===== src/design/jlh_pkg.sv =====
package jlh_pkg;

  localparam logic [31:0] GOLDEN_WORD = 32'h9e3779b9;
  localparam logic [31:0] INIT_RESET = 32'h42424242;
  localparam logic [4:0] INDEX_BITS_RESET = 5'd10;
  localparam logic [4:0] INDEX_MAX_BITS = 5'd24;
  localparam int BLOCK_BYTES = 12;
  localparam int INDEX_W = 24;
  localparam logic [3:0] MIX_LAST = 4'd8;

  localparam logic [0:0] CFG_INITIAL_VALUE = 1'b0;
  localparam logic [0:0] CFG_INDEX_BITS = 1'b1;

  typedef struct packed {
    logic [31:0] a;
    logic [31:0] b;
    logic [31:0] c;
  } words_t;

  typedef struct packed {
    logic        blk;
    logic        fin;
    logic        first;
    logic [31:0] add_a;
    logic [31:0] add_b;
    logic [31:0] add_c;
    logic [31:0] init;
    logic [31:0] length;
  } req_t;

  typedef struct packed {
    logic [31:0]        hash;
    logic [INDEX_W-1:0] index;
  } res_t;

  typedef enum logic [1:0] {
    MIX_IDLE,
    MIX_RUN,
    MIX_LEN
  } mix_state_t;

  function automatic words_t mix_step(words_t w, logic [3:0] step);
    words_t r;
    r = w;
    case (step)
      4'd0: r.a = (w.a - w.b - w.c) ^ (w.c >> 13);
      4'd1: r.b = (w.b - w.c - w.a) ^ (w.a << 8);
      4'd2: r.c = (w.c - w.a - w.b) ^ (w.b >> 13);
      4'd3: r.a = (w.a - w.b - w.c) ^ (w.c >> 12);
      4'd4: r.b = (w.b - w.c - w.a) ^ (w.a << 16);
      4'd5: r.c = (w.c - w.a - w.b) ^ (w.b >> 5);
      4'd6: r.a = (w.a - w.b - w.c) ^ (w.c >> 3);
      4'd7: r.b = (w.b - w.c - w.a) ^ (w.a << 10);
      4'd8: r.c = (w.c - w.a - w.b) ^ (w.b >> 15);
      default: r = w;
    endcase
    return r;
  endfunction

endpackage


===== src/design/jlh_queue.sv =====
module jlh_queue #(
  parameter int WIDTH = 8,
  parameter int DEPTH = 2
) (
  input  logic             clk,
  input  logic             rst,
  input  logic             push,
  input  logic [WIDTH-1:0] wdata,
  output logic             full,
  input  logic             pop,
  output logic [WIDTH-1:0] rdata,
  output logic             empty
);
  localparam int PTR_W = (DEPTH > 1) ? $clog2(DEPTH) : 1;
  localparam int CNT_W = $clog2(DEPTH + 1);
  localparam logic [PTR_W-1:0] PTR_LAST = PTR_W'(DEPTH - 1);
  localparam logic [CNT_W-1:0] CNT_FULL = CNT_W'(DEPTH);

  logic [WIDTH-1:0] mem [DEPTH];
  logic [PTR_W-1:0] wr_ptr;
  logic [PTR_W-1:0] rd_ptr;
  logic [CNT_W-1:0] count;
  logic             do_push;
  logic             do_pop;

  assign full    = (count == CNT_FULL);
  assign empty   = (count == '0);
  assign do_push = push && !full;
  assign do_pop  = pop && !empty;
  assign rdata   = mem[rd_ptr];

  always_ff @(posedge clk) begin
    if (rst) begin
      wr_ptr <= '0;
      rd_ptr <= '0;
      count  <= '0;
    end else begin
      if (do_push) begin
        wr_ptr <= (wr_ptr == PTR_LAST) ? '0 : PTR_W'(wr_ptr + 1'b1);
      end
      if (do_pop) begin
        rd_ptr <= (rd_ptr == PTR_LAST) ? '0 : PTR_W'(rd_ptr + 1'b1);
      end
      if (do_push && !do_pop) begin
        count <= CNT_W'(count + 1'b1);
      end else if (do_pop && !do_push) begin
        count <= CNT_W'(count - 1'b1);
      end
    end
  end

  always_ff @(posedge clk) begin
    if (do_push) begin
      mem[wr_ptr] <= wdata;
    end
  end

endmodule


===== src/design/jlh_front.sv =====
module jlh_front (
  input  logic          clk,
  input  logic          rst,
  input  logic [7:0]    key_byte,
  input  logic          byte_present,
  input  logic          last_byte,
  input  logic          push,
  output logic          full,
  input  logic [31:0]   init_value,
  output logic          req_push,
  output jlh_pkg::req_t req,
  input  logic          req_full
);
  import jlh_pkg::*;

  logic [7:0]  store [BLOCK_BYTES];
  logic [7:0]  bytes_new [BLOCK_BYTES];
  logic [7:0]  tail [BLOCK_BYTES];
  logic [3:0]  pos;
  logic [3:0]  pos_new;
  logic [3:0]  tail_n;
  logic [31:0] count;
  logic [31:0] key_init;
  logic        key_active;
  logic        sent;
  logic        accept;
  logic        blk_done;

  assign full     = req_full;
  assign accept   = push && !req_full;
  assign pos_new  = pos + {3'b000, byte_present};
  assign blk_done = (pos_new == 4'(BLOCK_BYTES));
  assign tail_n   = blk_done ? 4'd0 : pos_new;

  always_comb begin
    for (int i = 0; i < BLOCK_BYTES; i++) begin
      bytes_new[i] = (byte_present && pos == 4'(i)) ? key_byte : store[i];
      tail[i]      = (4'(i) < tail_n) ? bytes_new[i] : 8'h00;
    end
  end

  always_comb begin
    req.blk    = blk_done;
    req.fin    = last_byte;
    req.first  = !sent;
    req.init   = key_active ? key_init : init_value;
    req.length = count + {31'd0, byte_present};
    if (blk_done) begin
      req.add_a = {bytes_new[3], bytes_new[2], bytes_new[1], bytes_new[0]};
      req.add_b = {bytes_new[7], bytes_new[6], bytes_new[5], bytes_new[4]};
      req.add_c = {bytes_new[11], bytes_new[10], bytes_new[9], bytes_new[8]};
    end else begin
      // c low byte is left for the length
      req.add_a = {tail[3], tail[2], tail[1], tail[0]};
      req.add_b = {tail[7], tail[6], tail[5], tail[4]};
      req.add_c = {tail[10], tail[9], tail[8], 8'h00};
    end
  end

  assign req_push = accept && (blk_done || last_byte);

  always_ff @(posedge clk) begin
    if (rst) begin
      pos        <= '0;
      count      <= '0;
      key_active <= 1'b0;
      sent       <= 1'b0;
    end else if (accept) begin
      if (last_byte) begin
        pos        <= '0;
        count      <= '0;
        key_active <= 1'b0;
        sent       <= 1'b0;
      end else if (byte_present) begin
        pos        <= blk_done ? 4'd0 : pos_new;
        count      <= count + 32'd1;
        key_active <= 1'b1;
        sent       <= sent || blk_done;
      end
    end
  end

  always_ff @(posedge clk) begin
    if (!key_active) begin
      key_init <= init_value;
    end
    if (accept) begin
      for (int i = 0; i < BLOCK_BYTES; i++) begin
        store[i] <= bytes_new[i];
      end
    end
  end

endmodule


===== src/design/jlh_mixer.sv =====
module jlh_mixer (
  input  logic          clk,
  input  logic          rst,
  input  jlh_pkg::req_t req,
  input  logic          req_empty,
  output logic          req_pop,
  input  logic [4:0]    index_bits,
  output logic          out_push,
  output jlh_pkg::res_t out_res,
  input  logic          out_full
);
  import jlh_pkg::*;

  mix_state_t        state;
  mix_state_t        state_next;
  words_t            w;
  words_t            stepped;
  words_t            base;
  logic [3:0]        step;
  logic              fin_r;
  logic              len_pend;
  logic [31:0]       length_r;
  logic              start;
  logic              last_step;
  logic [4:0]        bits;
  logic [INDEX_W-1:0] mask;

  assign start     = (state == MIX_IDLE) && !req_empty && (!req.fin || !out_full);
  assign req_pop   = start;
  assign stepped   = mix_step(w, step);
  assign last_step = (step == MIX_LAST);
  assign bits      = (index_bits > INDEX_MAX_BITS) ? INDEX_MAX_BITS : index_bits;
  assign mask      = ~({INDEX_W{1'b1}} << bits);

  always_comb begin
    if (req.first) begin
      base.a = GOLDEN_WORD;
      base.b = GOLDEN_WORD;
      base.c = req.init;
    end else begin
      base = w;
    end
  end

  always_comb begin
    state_next = state;
    case (state)
      MIX_IDLE: begin
        if (start) begin
          state_next = MIX_RUN;
        end
      end
      MIX_RUN: begin
        if (last_step) begin
          state_next = len_pend ? MIX_LEN : MIX_IDLE;
        end
      end
      MIX_LEN: state_next = MIX_RUN;
      default: state_next = MIX_IDLE;
    endcase
  end

  always_comb begin
    out_push      = (state == MIX_RUN) && last_step && !len_pend && fin_r;
    out_res.hash  = stepped.c;
    out_res.index = stepped.c[INDEX_W-1:0] & mask;
  end

  always_ff @(posedge clk) begin
    if (rst) begin
      state    <= MIX_IDLE;
      fin_r    <= 1'b0;
      len_pend <= 1'b0;
    end else begin
      state <= state_next;
      if (start) begin
        fin_r    <= req.fin;
        len_pend <= req.blk && req.fin;
      end else if (state == MIX_LEN) begin
        len_pend <= 1'b0;
      end
    end
  end

  always_ff @(posedge clk) begin
    case (state)
      MIX_IDLE: begin
        if (start) begin
          w.a      <= base.a + req.add_a;
          w.b      <= base.b + req.add_b;
          w.c      <= base.c + req.add_c + ((req.fin && !req.blk) ? req.length : 32'd0);
          length_r <= req.length;
          step     <= '0;
        end
      end
      MIX_RUN: begin
        w    <= stepped;
        step <= 4'(step + 4'd1);
      end
      MIX_LEN: begin
        w.c  <= w.c + length_r;
        step <= '0;
      end
      default: step <= '0;
    endcase
  end

`ifndef SYNTH
  a_out_room: assert property (@(posedge clk) disable iff (rst) out_push |-> !out_full)
    else $error("result written while result queue full");
  a_step_range: assert property (@(posedge clk) disable iff (rst)
    (state == MIX_RUN) |-> (step <= MIX_LAST))
    else $error("mix step out of range");
  a_len_fin: assert property (@(posedge clk) disable iff (rst) len_pend |-> fin_r)
    else $error("length pending on a block-only request");
  a_pop_run: assert property (@(posedge clk) disable iff (rst) req_pop |=> (state == MIX_RUN))
    else $error("request taken without starting a mix");
`endif

endmodule


===== src/design/jenkins_lookup2_byte_hash_unit.sv =====
// lookup2 byte-stream hash with bucket index
// input queue side: drive key_byte, byte_present, last_byte with push; the request
//   is taken when push is high and full is low. bytes stream in key order, last_byte
//   ends the key; byte_present low with last_byte high ends an empty key, and
//   byte_present low with last_byte low is a no-op
// result queue side: hash_value and table_index are valid while empty is low and
//   are taken when pop is high
// config: cfg_we writes cfg_data to register cfg_index (0 initial_value,
//   1 index_bits); initial_value is sampled when a key takes its first byte
// the front accepts one byte per cycle while full is low and packs 12-byte
//   blocks; each block and each key end go through a REQ_DEPTH-entry queue to one
//   shared mix unit; a key end whose last byte also completes a block gets a
//   second mix pass that adds the length; long keys run at one byte per cycle
//   while full is low, and the rate of short keys is set by the mix unit
// a stalled result side fills the OUT_DEPTH-entry result queue, then the mix unit
//   and the request queue, and then full goes high
// reset: clears both queues and the key state; initial_value returns to
//   0x42424242 and index_bits to 10
module jenkins_lookup2_byte_hash_unit #(
  parameter int REQ_DEPTH = 2,
  parameter int OUT_DEPTH = 2
) (
  input  logic        clk,
  input  logic        rst,
  input  logic        cfg_we,
  input  logic [0:0]  cfg_index,
  input  logic [31:0] cfg_data,
  input  logic [7:0]  key_byte,
  input  logic        byte_present,
  input  logic        last_byte,
  input  logic        push,
  output logic        full,
  output logic [31:0] hash_value,
  output logic [23:0] table_index,
  output logic        empty,
  input  logic        pop
);
  import jlh_pkg::*;

  logic [31:0] initial_value;
  logic [4:0]  index_bits;
  logic [31:0] init_eff;
  logic        req_push;
  logic        req_full;
  logic        req_pop;
  logic        req_empty;
  req_t        req_in;
  req_t        req_out;
  logic [$bits(req_t)-1:0] req_rdata;
  logic        out_push;
  logic        out_full;
  res_t        res_in;
  res_t        res_out;
  logic [$bits(res_t)-1:0] res_rdata;

  always_ff @(posedge clk) begin
    if (rst) begin
      initial_value <= INIT_RESET;
      index_bits    <= INDEX_BITS_RESET;
    end else if (cfg_we) begin
      case (cfg_index)
        CFG_INITIAL_VALUE: initial_value <= cfg_data;
        CFG_INDEX_BITS:    index_bits <= cfg_data[4:0];
        default:           index_bits <= index_bits;
      endcase
    end
  end

  assign init_eff = (cfg_we && cfg_index == CFG_INITIAL_VALUE) ? cfg_data : initial_value;

  jlh_front u_front (
    .clk          (clk),
    .rst          (rst),
    .key_byte     (key_byte),
    .byte_present (byte_present),
    .last_byte    (last_byte),
    .push         (push),
    .full         (full),
    .init_value   (init_eff),
    .req_push     (req_push),
    .req          (req_in),
    .req_full     (req_full)
  );

  jlh_queue #(
    .WIDTH ($bits(req_t)),
    .DEPTH (REQ_DEPTH)
  ) u_req_queue (
    .clk   (clk),
    .rst   (rst),
    .push  (req_push),
    .wdata (req_in),
    .full  (req_full),
    .pop   (req_pop),
    .rdata (req_rdata),
    .empty (req_empty)
  );

  assign req_out = req_t'(req_rdata);

  jlh_mixer u_mixer (
    .clk        (clk),
    .rst        (rst),
    .req        (req_out),
    .req_empty  (req_empty),
    .req_pop    (req_pop),
    .index_bits (index_bits),
    .out_push   (out_push),
    .out_res    (res_in),
    .out_full   (out_full)
  );

  jlh_queue #(
    .WIDTH ($bits(res_t)),
    .DEPTH (OUT_DEPTH)
  ) u_out_queue (
    .clk   (clk),
    .rst   (rst),
    .push  (out_push),
    .wdata (res_in),
    .full  (out_full),
    .pop   (pop),
    .rdata (res_rdata),
    .empty (empty)
  );

  assign res_out     = res_t'(res_rdata);
  assign hash_value  = res_out.hash;
  assign table_index = res_out.index;

endmodule

===== config.mk =====
export PLATFORM = sky130hd
export DESIGN_NAME = jenkins_lookup2_byte_hash_unit
export DESIGN_NICKNAME = d
export VERILOG_FILES = /design/src/design/jlh_pkg.sv /design/src/design/jlh_queue.sv /design/src/design/jlh_front.sv /design/src/design/jlh_mixer.sv /design/src/design/jenkins_lookup2_byte_hash_unit.sv
export SDC_FILE = /design/constraint.sdc
export NUM_CORES = 2
export LEC_CHECK = 0
export BUFFER_PORTS_ARGS = -buffer_cell sky130_fd_sc_hd__buf_2
export CORE_AREA = 2 2 248 299
export CTS_CLUSTER_DIAMETER = 120
export DETAILED_ROUTE_END_ITERATION = 6
export DIE_AREA = 0 0 250 301
export PLACE_DENSITY = 0.84
export SKIP_LAST_GASP = 1
export SLEW_MARGIN = 5
export SYNTH_ARGS = -nofsm -noshare
export SYNTH_HDL_FRONTEND = slang
export SYNTH_SLANG_ARGS = --single-unit
export TNS_END_PERCENT = 100

===== constraint.sdc =====
create_clock -name clk -period 22.7 [get_ports clk]
set_input_delay 4.54 -clock clk [delete_from_list [all_inputs] [get_ports clk]]
set_output_delay 4.54 -clock clk [all_outputs]
set_load 0.005 [all_outputs]

# Word level (Yosys, flattened, before mapping)
# Memories as Yosys holds them, arrays and structs flattened. A register that Yosys moved wholly into a read port is not among the register bits.
# Cells that the tools add are included.
# totals
input_bits,48
output_inout_bits,58
wordCells,234
ram_bits,534
memories,3
register_bits,251
# mem_list
name,words,word_bits,rd,rd_ports_with_merged_regs,wr,line_no,text
u_req_queue.mem,2,163,1,1,1,jlh_queue.sv:19,logic [WIDTH-1:0] mem [DEPTH];
u_out_queue.mem,2,56,1,1,1,jlh_queue.sv:19,
u_front.store,12,8,12,0,12,jlh_front.sv:16,logic [7:0] store [BLOCK_BYTES];
# op_classes
order_cmp,12
add_sub_neg,23
eq_ne,28
n_mux,70
shift,1
n_reduce_logical,64
bitwise_logic,12
# op_table
operator,count
$pmux 32 s3,4
$mux 96,3
$sub 32x32->32,6
$mux 8,23
$add 32x32->32,5
$mux 32,5
$pmux 64 s2,1
$xor 32x32->32,3
$xor 32x19->32,2
$add 32x1->32,1
$add 32x1->32 const B,1
$eq 4x3->1 const B,8
$xor 32x17->32,1
$xor 32x20->32,1
$xor 32x27->32,1
$xor 32x29->32,1
$logic_and 1x1->1,30
$and 24x24->24,1
$eq 4x4->1 const B,6
$not 24->24,1
$shl 24x5->24 const A,1
$mux 1,20
$eq 4x2->1 const B,4
$lt 3x4->1 const A,4
29 further kinds,77

# Longest topological paths before layout
# depth
word_depth,9
ltp_mapped,21
mapped_depth_nobuf,18

# By module
# A second synthesis with hierarchy kept.
# unflattened
hier_cells,4534
area_unflattened_um2,50781.2
# by_module_without_submodules
module,cells_per_inst,instances,area_per_inst_um2,seq_area_each_um2
jlh_mixer,2800,1,23515.1,4043.9
jlh_queue at u_req_queue,532,1,12251.8,9889.5
jlh_front,808,1,8643.3,4284.1
jlh_queue at u_out_queue,199,1,4251.6,3463.3
jenkins_lookup2_byte_hash_unit,195,1,2119.5,740.7

# Worst setup path after synthesis
# Ideal clock, no wire load.
# synth_timing
kind,input port to flip-flop
start,input byte_present
end,"memory u_req_queue.mem[0][0] (netlist name), enable pin"
t_arrival_ps,13104
setup_time_ps,708
required_time_ps,21992
path_buffers,1
path_slack_ps,8888
cell_stages,7
cell_sequence,ha_1 ha_1 clkbuf_1 nor3_1 nand2_1 a21oi_1 nor2b_1
# synth_between
elab_chain_cells,7
# synth_rtl
element,line_no,text
start: declaration,jenkins_lookup2_byte_hash_unit.sv:29,"input logic byte_present,"
$add 4x1->4,jlh_front.sv:31,"assign pos_new = pos + {3'b000, byte_present};"
$eq 4x4->1,jlh_front.sv:32,assign blk_done = (pos_new == 4'(BLOCK_BYTES));
$logic_or 1x1->1,jlh_front.sv:60,assign req_push = accept && (blk_done || last_byte);
$logic_and 1x1->1,jlh_front.sv:60,
$logic_and 1x1->1,jlh_queue.sv:28,assign do_push = push && !full;
via u_req_queue.do_push,jlh_queue.sv:23,logic do_push;
$mux 1,jlh_queue.sv:53,if (do_push) begin
$mux 1 (not written as such),jlh_queue.sv:54,mem[wr_ptr] <= wdata;
end: declaration,jlh_queue.sv:19,
# The timed path passes the listed nets, and every way through them passes these cells.

# Final worst setup path
# layout_timing
start,input byte_present
end,"memory u_req_queue.mem[0][108] (netlist name), enable pin"
# Same word-level chain as after synthesis.

==> flow_metrics.py <==
metrics = {
    "run_status": {
        "outcome": "finished, violations left",
        "violations": "design-rule violations",
    },
    "die": {
        "io-pin-count": 106,
        "floorplan.die.height_um": 301,
        "core-area_um2": 72200,
        "design.die.area_um2": 75300,
        "die_width_um": 250,
        "rows": 108,
        "effective_utilization_at_floorplan_pct": 68.5,
    },
    "grt": {
        "grt-ovfl-total": 0,
        "grt_pass1_wl_um": 219000,
        "pin_count_of_the_biggest_net_entering_global_routing": 90,
        "global_route_total_usage_across_every_layer_pct": 38.8,
        "first_global_vias": 35862,
        "antenna_found_initial": 4,
    },
    "detailed_routing": {
        "detail_route.first_pass.iterations": 7,
        "vias_per_cell": 6.74,
        "detail-route-antenna-nets": 0,
        "via_count": 37438,
        "initial_detailed_routing_violation_count": 4262,
        "remaining_drc_errors": 1,
        "wl_um": 147000,
        "routedWlPerCell_um": 26.5,
    },
    "worst_setup_path": {
        "worst_r2r_path_depth": 15,
        "worstPathRequired_ns": 22.96,
        "cp_max_fo": 80,
        "timing.setup.critical_path_class": "in2reg",
        "timing.critical_path.arrival_ns": 8.73,
        "endpoint_kind": "register",
        "setup.worst_path.start_class": "input port",
    },
    "place": {
        "port_buffers": 105,
        "place.gp.congestion": 1.03,
        "detailed_place_hpwl_um": 107000,
    },
    "sta": {
        "max_freq_mhz": 118,
        "grt_setup_unrepaired": "false",
        "final_hold_vios": 0,
        "slew_headroom_pct": 11.7,
        "worst_pin_slew_ns": 1.32,
        "setup_tns_ns": 0,
        "finalWorstPathRequiredPeriod_ns": 8.47,
        "maxSlewViolCount": 0,
        "layout_worst_path_cycle_share_pct": 37.3,
        "finClkSkew_ns": 0.0425,
        "final-setup-viol-count": 0,
    },
    "worst_hold_path": {
        "min-delay-path-class": "reg2reg",
        "hold_path_depth": 2,
    },
    "clock_tree": {
        "cts.sink_count": 787,
        "cts_root_buf": "sky130_fd_sc_hd__clkbuf_16",
        "postCtsSetupRepairBufs": 0,
        "tritoncts.num_buffers": 78,
        "clk_pin_slew_ns": 0.06,
        "cts_htree_levels": 3,
        "cts-root-to-sink-buffers": 3,
        "post_cts_resize_count": 0,
        "tritoncts": "done",
        "cts_hold_buf": 0,
        "latest_clock_arrival_within_the_worst_skew_pair_ns": 0.68,
    },
    "cells_and_area": {
        "area_delta_synth_final_pct": 8.16,
        "post_route_cells_drive_above_1_share_pct": 11.7,
        "num-nets-final": 4965,
        "fillCellCount": 4895,
    },
    "synth": {
        "yosys_warnings": 0,
        "ys.flop_type": "sky130_fd_sc_hd__edfxtp_1",
        "syn-instance-count": 4522,
        "synth_edf_count": 666,
        "postSynthNetCount": 4935,
        "synth-seq-cells": 787,
        "ys_async_sr_fraction_pct": 0,
        "post_synth.cell_area_avg_um2": 10.9,
        "yosysSeqAreaShare_pct": 45.4,
        "synth.distinct_cells": 101,
        "synth_area_um2": 49400,
    },
    "run": {
        "cap_viol_max_count": 0,
    },
}
[kinds of logic after synthesis]
group	count (synthesis)	share of synthesized area [%]
AOI/OAI and AO/OA	1097	14.7
xor gates and xnor gates	363	6.59
adders and majority gates	365	11.2
buffers and inverters	502	3.81
DFF	787	45.4
muxes	408	8.84
and+or+nand+nor	1000	9.54
[layout make-up]
| type | count | area, um^2 | area share, % |
|---|---|---|---|
| inverter | 301 | 1130 | 2.12 |
| clock buffer | 101 | 2150 | 4.03 |
| multi-input combinational | 3233 | 25200 | 47.2 |
| sequential | 787 | 22400 | 42.0 |
| clock inverter | 43 | 494 | 0.924 |
| timing repair buffer | 151 | 871 | 1.63 |
| tap | 935 | 1170 | 2.19 |
| antenna | 1 | 2.50 | 0.00468 |
[critical path: stages]
cell and delay, ns:
sky130_fd_sc_hd__buf_2 0.20, sky130_fd_sc_hd__ha_1 0.25, sky130_fd_sc_hd__ha_1 0.60, sky130_fd_sc_hd__nor3_1 0.51, sky130_fd_sc_hd__nand2_1 0.71, sky130_fd_sc_hd__a21oi_1 0.61, sky130_fd_sc_hd__nor2b_4 0.35, sky130_fd_sc_hd__buf_4 0.85
[cell usage in the layout (no fill, tap or decap), drive strengths merged, types with 41 or more instances in the layout]
| cell | count |
|---|---|
| a211oi | 41 |
| a21boi | 44 |
| a21o | 106 |
| a21oi | 313 |
| and2 | 69 |
| buf | 151 |
| clkbuf | 101 |
| dfxtp | 121 |
| edfxtp | 666 |
| fa | 128 |
| ha | 237 |
| inv | 308 |
| mux2 | 227 |
| mux2i | 181 |
| nand2 | 276 |
| nand3 | 73 |
| nor2 | 315 |
| nor3 | 46 |
| o21a | 57 |
| o21ai | 178 |
| o22ai | 58 |
| xnor2 | 255 |
| xor2 | 103 |
[metrics by stage]
stage | util [%] | cell area (um^2) | instances | hold slack, ns | setup WS, ns
after floorplan | - | 49400 | 4522 | 0.441 | 8.89
after global placement | 70.4 | 50800 | 5407 | 0.459 | 13.96
after detailed placement | 70.4 | 50800 | 5407 | 0.463 | 13.84
after CTS | 74.1 | 53500 | 5551 | 0.479 | 14.33
after global routing | 74.1 | 53500 | 5551 | 0.508 | 13.93
final | 74.1 | 53500 | 5552 | 0.474 | 14.23
[metal layers]
metal / GRT usage [%] / vias up / wire [um]
met4: 22.3 / 2 / 9820
met5: 0 / - / 9
met3: 7.38 / 515 / 15400
met1: 50.6 / 18113 / 55200
met2: 61.5 / 2276 / 66500
li1: - / 16532 / -
[cells in the mapped netlist (103+ instances only)]
cell / n / area share (%)
sky130_fd_sc_hd__edfxtp_1: 666 / 40
sky130_fd_sc_hd__nor2_1: 314 / 2.4
sky130_fd_sc_hd__a21oi_1: 311 / 3.1
sky130_fd_sc_hd__inv_1: 299 / 2.3
sky130_fd_sc_hd__nand2_1: 276 / 2.1
sky130_fd_sc_hd__xnor2_1: 254 / 4.5
sky130_fd_sc_hd__ha_1: 237 / 6.0
sky130_fd_sc_hd__mux2_2: 217 / 4.9
sky130_fd_sc_hd__mux2i_1: 181 / 3.7
sky130_fd_sc_hd__clkbuf_1: 175 / 1.3
sky130_fd_sc_hd__fa_1: 128 / 5.2
sky130_fd_sc_hd__dfxtp_1: 121 / 4.9
sky130_fd_sc_hd__o21ai_0: 116 / 1.2
sky130_fd_sc_hd__a21o_1: 106 / 1.6
sky130_fd_sc_hd__xor2_1: 103 / 1.8
[registers in the layout (all words and copies together), names as in the netlist, 2 cells and up, named ones only]
name and count:
u_mixer.state 2, u_front.key_init 32, u_req_queue.mem 326, index_bits 5, u_mixer.step 4, u_mixer.w 96, u_out_queue.mem 112, u_out_queue.count 2
u_front.count 32, u_front.store 96, initial_value 32, u_front.pos 4, u_mixer.length_r 32, u_req_queue.count 2
[path summary, 6_finish.rpt]
check	to	start	slack, ns
hold / removal	initial_value[14]$_SDFFE_PP1P_	initial_value[14]$_SDFFE_PP1P_	0.47
setup reg to reg	u_mixer.w[62]$_DFFE_PP_	register	15.78
setup / recovery	u_req_queue.mem[0][108]$_DFFE_PP_	byte_present	14.23
hold reg to reg	initial_value[14]$_SDFFE_PP1P_	initial_value[14]$_SDFFE_PP1P_	0.47
Power is not shown: default switching activity piles up to over one toggle a cycle in this logic, so the estimate is an artifact.
